[config.mk]
export PLATFORM = sky130hd
export DESIGN_NAME = sorted_set_insert_delete_unit
export DESIGN_NICKNAME = d
export VERILOG_FILES = /design/src/sset_pkg.sv /design/src/sset_cell.sv /design/src/sorted_set_insert_delete_unit.sv
export VERILOG_INCLUDE_DIRS = /design/src /design/src/src
export SDC_FILE = /design/constraint.sdc
export NUM_CORES = 2
export LEC_CHECK = 0
export BUFFER_PORTS_ARGS = -buffer_cell sky130_fd_sc_hd__buf_2
export CAP_MARGIN = 30
export CORE_MARGIN = 4
export CORE_UTILIZATION = 45
export DETAILED_ROUTE_END_ITERATION = 8
export GPL_ROUTABILITY_DRIVEN = 0
export PLACE_DENSITY_LB_ADDON = 0.2
export REMOVE_ABC_BUFFERS = 1
export SETUP_SLACK_MARGIN = 0.05
export SYNTH_ARGS = -nofsm -noshare
export SYNTH_HDL_FRONTEND = slang
export SYNTH_SLANG_ARGS = --single-unit
[constraint.sdc]
create_clock -name clk -period 8 [get_ports clk]
set_clock_uncertainty 0.2 [all_clocks]
set_input_delay 0.4 -clock clk [delete_from_list [all_inputs] [get_ports clk]]
set_output_delay 0.4 -clock clk [all_outputs]
set_load 0.05 [all_outputs]
[src/sorted_set_insert_delete_unit_defines.svh]
// ----------------------------------------------------------------------------
// Assertion macros for the sorted set unit
// Concurrent check wrappers sampled on clk with rst as disable.
// ----------------------------------------------------------------------------
`ifndef SORTED_SET_INSERT_DELETE_UNIT_DEFINES_SVH
`define SORTED_SET_INSERT_DELETE_UNIT_DEFINES_SVH

`ifndef ASSERT_OFF
`define SSET_ASSERT(lbl, expr, msg) \
  lbl: assert property (@(posedge clk) disable iff (rst) (expr)) else $error(msg);
`define SSET_ASSERT_NEXT(lbl, ante, cons, msg) \
  lbl: assert property (@(posedge clk) disable iff (rst) (ante) |=> (cons)) else $error(msg);
`else
`define SSET_ASSERT(lbl, expr, msg)
`define SSET_ASSERT_NEXT(lbl, ante, cons, msg)
`endif

`endif

[src/sset_pkg.sv]
// ----------------------------------------------------------------------------
// sset_pkg
// Shared constants and types of the sorted set unit.
// ----------------------------------------------------------------------------
`default_nettype none

package sset_pkg;

  localparam int CAPACITY_DEF = 16;
  localparam int KEY_W        = 32;
  localparam int STATUS_W     = 2;
  localparam int HELD_W       = 5;

  localparam logic REQ_INSERT = 1'b0;
  localparam logic REQ_DELETE = 1'b1;

  localparam logic [STATUS_W-1:0] ST_DONE   = 2'd0;
  localparam logic [STATUS_W-1:0] ST_REJECT = 2'd1;
  localparam logic [STATUS_W-1:0] ST_FULL   = 2'd2;

  typedef struct packed {
    logic cmp_en;
    logic ins_en;
    logic del_en;
  } cell_ctl_t;

endpackage

`default_nettype wire

[src/sset_cell.sv]
// ----------------------------------------------------------------------------
// sset_cell
// One slot of the sorted chain: compares against the request key and
// shifts with its neighbors on insert or delete.
// ----------------------------------------------------------------------------
`default_nettype none

module sset_cell
  import sset_pkg::*;
(
  input  wire logic                    clk,
  input  wire logic                    rst,
  input  wire cell_ctl_t               ctl,
  input  wire logic signed [KEY_W-1:0] key,
  input  wire logic signed [KEY_W-1:0] left_value,
  input  wire logic                    left_valid,
  input  wire logic                    left_lt,
  input  wire logic signed [KEY_W-1:0] right_value,
  input  wire logic                    right_valid,
  output logic signed [KEY_W-1:0]      value,
  output logic                         valid,
  output logic                         lt,
  output logic                         eq
);

  logic take_key;
  logic shift_up;
  logic shift_down;

  assign take_key   = ctl.ins_en && !lt && left_lt;
  assign shift_up   = ctl.ins_en && !lt && !left_lt;
  assign shift_down = ctl.del_en && !lt;

  always_ff @(posedge clk) begin
    if (rst) begin
      valid <= 1'b0;
      lt    <= 1'b0;
      eq    <= 1'b0;
    end else begin
      if (ctl.cmp_en) begin
        lt <= valid && (value < key);
        eq <= valid && (value == key);
      end
      if (take_key) begin
        valid <= 1'b1;
      end else if (shift_up) begin
        valid <= left_valid;
      end else if (shift_down) begin
        valid <= right_valid;
      end
    end
  end

  always_ff @(posedge clk) begin
    if (take_key) begin
      value <= key;
    end else if (shift_up) begin
      value <= left_value;
    end else if (shift_down) begin
      value <= right_value;
    end
  end

endmodule

`default_nettype wire

[src/sorted_set_insert_delete_unit.sv]
// ----------------------------------------------------------------------------
// sorted_set_insert_delete_unit
// Sorted set of distinct signed keys with insert and delete requests.
// ----------------------------------------------------------------------------
// Usage:
//   Input channel s_*: s_tuser = request type (0 insert, 1 delete),
//   s_tdata = signed key. Output channel m_*: m_tuser = status
//   (0 done, 1 duplicate or absent, 2 full), m_tdata = held count.
//   Every request yields exactly one result.
//   A request is handled in order: the block latches it, every cell of the
//   chain compares its entry with the key, then the chain shifts and the
//   result register loads. s_tready is high only between requests, so the
//   block takes no new request before the last one is applied.
//   The result register parts the channels: a stalled m_tready lets the next
//   request be taken and compared; it is applied once the old result leaves.
//   Reset empties the set (valid bits cleared) and drops any result.
// ----------------------------------------------------------------------------
`default_nettype none

`include "sorted_set_insert_delete_unit_defines.svh"

module sorted_set_insert_delete_unit
  import sset_pkg::*;
#(
  parameter int CAPACITY = CAPACITY_DEF
) (
  input  wire logic             clk,
  input  wire logic             rst,
  input  wire logic             s_tvalid,
  output logic                  s_tready,
  input  wire logic [KEY_W-1:0] s_tdata,   // [31:0] key_value
  input  wire logic             s_tuser,   // [0] req_type
  output logic                  m_tvalid,
  input  wire logic             m_tready,
  output logic [7:0]            m_tdata,   // [4:0] held_count, [7:5] zero
  output logic [STATUS_W-1:0]   m_tuser    // [1:0] status_code
);

  localparam int CW = $clog2(CAPACITY + 1);

  typedef enum logic [1:0] {S_IDLE, S_CMP, S_APPLY} state_t;

  state_t                  state;
  logic signed [KEY_W-1:0] key;
  logic                    req_type;
  logic [CW-1:0]           count;
  logic [CW-1:0]           count_next;
  logic [STATUS_W-1:0]     status_next;
  logic [CW+HELD_W-1:0]    count_ext;

  logic signed [KEY_W-1:0] value_vec [CAPACITY];
  logic [CAPACITY-1:0]     valid_vec;
  logic [CAPACITY-1:0]     lt_vec;
  logic [CAPACITY-1:0]     eq_vec;

  cell_ctl_t ctl;
  logic      commit;
  logic      hit;
  logic      full;

  assign s_tready = (state == S_IDLE);
  assign commit   = (state == S_APPLY) && (!m_tvalid || m_tready);
  assign hit      = |eq_vec;
  assign full     = (count == CW'(CAPACITY));

  assign ctl.cmp_en = (state == S_CMP);
  assign ctl.ins_en = commit && (req_type == REQ_INSERT) && !hit && !full;
  assign ctl.del_en = commit && (req_type == REQ_DELETE) && hit;

  always_comb begin
    count_next  = count;
    status_next = ST_DONE;
    if (req_type == REQ_INSERT) begin
      if (hit) begin
        status_next = ST_REJECT;
      end else if (full) begin
        status_next = ST_FULL;
      end else begin
        count_next = count + 1'b1;
      end
    end else begin
      if (!hit) begin
        status_next = ST_REJECT;
      end else begin
        count_next = count - 1'b1;
      end
    end
  end

  assign count_ext = {{HELD_W{1'b0}}, count_next};

  genvar i;
  generate
    for (i = 0; i < CAPACITY; i++) begin : g_cell
      logic signed [KEY_W-1:0] lv;
      logic                    lvd;
      logic                    llt;
      logic signed [KEY_W-1:0] rv;
      logic                    rvd;
      if (i == 0) begin : g_head
        assign lv  = key;
        assign lvd = 1'b1;
        assign llt = 1'b1;
      end else begin : g_mid
        assign lv  = value_vec[i-1];
        assign lvd = valid_vec[i-1];
        assign llt = lt_vec[i-1];
      end
      if (i == CAPACITY - 1) begin : g_tail
        assign rv  = key;
        assign rvd = 1'b0;
      end else begin : g_body
        assign rv  = value_vec[i+1];
        assign rvd = valid_vec[i+1];
      end
      sset_cell u_cell (
        .clk         (clk),
        .rst         (rst),
        .ctl         (ctl),
        .key         (key),
        .left_value  (lv),
        .left_valid  (lvd),
        .left_lt     (llt),
        .right_value (rv),
        .right_valid (rvd),
        .value       (value_vec[i]),
        .valid       (valid_vec[i]),
        .lt          (lt_vec[i]),
        .eq          (eq_vec[i])
      );
    end
  endgenerate

  always_ff @(posedge clk) begin
    if (rst) begin
      state    <= S_IDLE;
      count    <= '0;
      m_tvalid <= 1'b0;
    end else begin
      if (m_tvalid && m_tready && !commit) begin
        m_tvalid <= 1'b0;
      end
      case (state)
        S_IDLE: begin
          if (s_tvalid) begin
            state <= S_CMP;
          end
        end
        S_CMP: begin
          state <= S_APPLY;
        end
        S_APPLY: begin
          if (commit) begin
            count    <= count_next;
            m_tvalid <= 1'b1;
            m_tdata  <= {3'b000, count_ext[HELD_W-1:0]};
            m_tuser  <= status_next;
            state    <= S_IDLE;
          end
        end
        default: begin
          state <= S_IDLE;
        end
      endcase
    end
  end

  always_ff @(posedge clk) begin
    if (s_tvalid && s_tready) begin
      key      <= s_tdata;
      req_type <= s_tuser;
    end
  end

  `SSET_ASSERT(a_count_range, count <= CW'(CAPACITY), "count above capacity")
  `SSET_ASSERT(a_valid_count, $countones(valid_vec) == int'(count), "valid bits disagree with count")
  `SSET_ASSERT(a_lt_prefix, (state != S_APPLY) || (((lt_vec >> 1) & ~lt_vec) == '0), "chain not sorted")
  `SSET_ASSERT(a_eq_onehot, (state != S_APPLY) || $onehot0(eq_vec), "key matched in two cells")
  `SSET_ASSERT_NEXT(a_ins_count, ctl.ins_en, count == $past(count) + 1'b1, "insert lost count")
  `SSET_ASSERT_NEXT(a_del_count, ctl.del_en, count == $past(count) - 1'b1, "delete lost count")

endmodule

`default_nettype wire

==> results.sh <==
export IMPL_syn_area_per_cell_sq_um=10.39
export IMPL_ys_seq_area_share_pct=43.76
export IMPL_fin_crit_ns=4.092
export IMPL_min_delay_start="rst"
export IMPL_tns_ns=0
export IMPL_post_cts_buffers=0
export IMPL_first_iter_violations=3273
export IMPL_start_util_pct=45.55
export IMPL_synth_edf_count=552
export IMPL_hp_class="input port to flop"
export IMPL_pwr_share_clk_pct=42.7
export IMPL_cpMostUsedCell="nand4_1"
export IMPL_synth_cell_types=70
export IMPL_cts_hold_fix_buffers=35
export IMPL_sw_frac_of_total_pct=25.94
export IMPL_fmax_mhz=244.4
export IMPL_grt_pass1_vias=30990
export IMPL_place_ws_ns=3.963
export IMPL_setup_violations=0
export IMPL_ant_nets=0
export IMPL_criticalPathCategory="flop to flop"
export IMPL_r2r_setup_slack_ns=3.91
export IMPL_wl_per_cell_um=25.19
export IMPL_synthFlopType="edfxtp_1"
export IMPL_ios=49
export IMPL_critical_path_buf_inv_count=1
export IMPL_dr_pass1_iters=5
export IMPL_path_delay_family="simple AND/OR/NAND/NOR gates"
export IMPL_cts_resized=0
export IMPL_max_stage_delay_ns=0.79
export IMPL_synthToLayoutAreaGrowth_pct=10.58
export IMPL_critPathLaunchType="flop"
export IMPL_critPathMaxFanout=17
export IMPL_clock_sinks=608
export IMPL_leakage_uw=0.01699
export IMPL_clkTransAtPathRegs_ns=0.06
export IMPL_maxSlewViolCount=0
export IMPL_crit_chain="inv_1 > ha_1 > nand4_1 > nor3_1 > nand4_1 > nor4_1 > a21oi_1 > nor2_1"
export IMPL_combinationalPowerShare_pct=10.2
export IMPL_vias=31870
export IMPL_fin_crit_sh_pct=51.15
export IMPL_chipWidth_um=307.8
export IMPL_cp_end_kind="flop"
export IMPL_grt_pass1_wl_mm=195.8
export IMPL_cp_arrival_ns=4.45
export IMPL_async_flop_share_pct=0
export IMPL_hold_depth=3
export IMPL_stdcell_area_sq_mm=0.04472
export IMPL_ys_ff_latch=608
export IMPL_io_buffers=45
export IMPL_synth_cells=3892
export IMPL_grtUsageTotal_pct=26.90
export IMPL_ys_warn_count=0
export IMPL_cts_tree="built"
export IMPL_required_ns=8.36
export IMPL_numCtsBuffers=71
export IMPL_htree_levels=3
export IMPL_max_cap_violations=0
export IMPL_min_to="state[1]"
export IMPL_tightest_slew_ns=0.9549
export IMPL_seq_power_share_pct=47.1
export IMPL_antenna_found_initial=2
export IMPL_core_sq_mm=0.08878
export IMPL_dpl_cell_area_sq_mm=0.04211
export IMPL_vias_per_cell=6.198
export IMPL_clk_latency_ns=0.63
export IMPL_power_switching_uw=1973
export IMPL_drive_above_1_share_pct=8.350
export IMPL_drc=0
export IMPL_slowest_stage="edfxtp_1"
export IMPL_reg2regPathDepth=8
export IMPL_row_count=109
export IMPL_dp_hpwl_mm=92.05
export IMPL_root_buffer="clkbuf_16"
export IMPL_finalNetCount=4471
export IMPL_finalWirelength_mm=129.5
export IMPL_dieHeight_um=307.8
export IMPL_grt_overflow=0
export IMPL_hold_viol_final=0
export IMPL_nFillCells=8063
export IMPL_outcome="finished clean"
export IMPL_cellPowerDensity_mw_per_mm2=170.0
export IMPL_vdd_drop_max_mv=0.1461
export IMPL_syn_area_sq_mm=0.04044
export IMPL_relSlewSlack_pct=36.27
export IMPL_clock_path_buffers=3
export IMPL_p_int_uw=5632
export IMPL_grt_start_max_net_pins=66
export IMPL_dieArea_sq_mm=0.09473
export IMPL_timing_final_ws_setup_ns=3.908
export IMPL_r2r_start="g_cell[0].lv[28]"
export IMPL_r2r_end="g_cell[4].u_cell.eq"
export IMPL_rsz0062_at_grt="no"
-- worst max-delay path by stage --
stage	startpoint	end	slack, ns	cells past startpoint
finish	g_cell[0].lv[28]	g_cell[4].u_cell.eq	3.91	8
global route	g_cell[0].lv[28]	g_cell[12].u_cell.lt	3.76	8
CTS	g_cell[0].lv[28]	g_cell[1].u_cell.lt	3.96	8
detailed placement	g_cell[0].lv[28]	g_cell[1].u_cell.lt	3.96	8
global placement	g_cell[0].lv[28]	g_cell[15].u_cell.lt	4.02	6
floorplan	count[0]	g_cell[10].u_cell.valid	3.63	7
-- worst min-delay path: cells and delay by family --
family | cells | cell delay [ns]
buffers and inverters | 2 | 0.36
AND/OR/NAND/NOR | 1 | 0.15
-- flip-flops by register name (all words and copies together) (netlist names) --
name,cells
g_cell.u_cell.valid,16
count,5
g_cell.u_cell.lt,16
m_tdata,5
state,2
m_tvalid,1
g_cell.u_cell.value,512
req_type,1
g_cell.lv,32
g_cell.u_cell.eq,16
m_tuser,2
-- Yosys cell counts, types with 10 or more instances --
| library cell | instances | share of area, % |
|---|---|---|
| o211ai_1 | 40 | 0.74 |
| or4_1 | 11 | 0.20 |
| nor2b_1 | 21 | 0.32 |
| a22oi_1 | 12 | 0.22 |
| dfxtp_1 | 56 | 2.8 |
| and4_1 | 11 | 0.24 |
| nor2_1 | 72 | 0.67 |
| a221o_1 | 15 | 0.37 |
| mux2i_1 | 448 | 11 |
| nor3_1 | 30 | 0.37 |
| nand2_1 | 614 | 5.7 |
| and3_1 | 17 | 0.26 |
| nor4_1 | 34 | 0.53 |
| ha_1 | 514 | 16 |
| clkbuf_1 | 206 | 1.9 |
| a21o_1 | 35 | 0.65 |
| nand3_1 | 108 | 1.3 |
| a21boi_0 | 10 | 0.19 |
| inv_1 | 56 | 0.52 |
| nand4_1 | 100 | 1.5 |
| edfxtp_1 | 552 | 41 |
| a211oi_1 | 18 | 0.33 |
| or2_1 | 10 | 0.15 |
| a21oi_1 | 211 | 2.6 |
| mux2_4 | 30 | 1.1 |
| a221oi_1 | 13 | 0.28 |
| o21ai_0 | 523 | 6.5 |
-- logic make-up (layout without fill, tap and decap cells) --
kind of cell / after synthesis / after routing / synth area share (%)
and+or+nand+nor: 1069 / 1069 / 12.09
xor gates and xnor gates: 4 / 4 / 0.08665
buffers and inverters: 277 / 359 / 2.772
other: 1 / 4 / 0.009273
DFF: 608 / 608 / 43.76
muxes: 481 / 481 / 12.29
AOI/OAI and AO/OA: 938 / 938 / 13.10
adders and majority gates: 514 / 514 / 15.90
-- cell usage in the layout, fill, tap and decap left out, types with 70 or more instances in the layout --
cell type  instances
a21oi_1          210
buf_4             86
clkbuf_16         76
edfxtp_1         552
ha_1             514
mux2i_1          448
nand2_1          614
nand3_1          108
nand4_1          100
nor2_1            70
o21ai_0          523
-- cell type report --
| class | instances | area, sq um | area share, % |
|---|---|---|---|
| well taps | 1165 | 1458 | 3.260 |
| flip-flops and latches | 608 | 17710 | 39.61 |
| multi-input cells | 3009 | 21720 | 48.57 |
| clock buffers | 100 | 2082 | 4.656 |
| diodes | 1 | 2.502 | 0.005596 |
| repair buffers | 174 | 1355 | 3.030 |
| clock inverters | 29 | 177.7 | 0.3973 |
| inverters | 56 | 210.2 | 0.4700 |
-- power groups by stage --
stage,clock network [uW],registers [uW],logic [uW]
floorplan,0,3640,457
global route,3410,3590,859
detailed placement,0,3650,745
global placement,0,3650,723
CTS,3300,3580,761
finish,3250,3580,772
-- stage by stage --
stage	util [%]	hold slack (ns)	total power [uW]	instances
after floorplan	-	0.2255	4095	3673
after global placement	47.28	0.2463	4372	4969
after detailed placement	47.43	0.2466	4394	4977
after CTS	50.37	0.1350	7639	5141
after global routing	50.37	0.1805	7858	5141
final	50.37	0.1554	7604	5142
-- metal layers --
layer,global-route usage [%],wire length (um),vias to the layer above
li1,-,-,14830
met1,38.58,58740,15660
met2,43.08,58800,1159
met3,3.638,8807,224
met4,6.944,3149,2
met5,0,13,-
(Power assumes the default switching activity.)
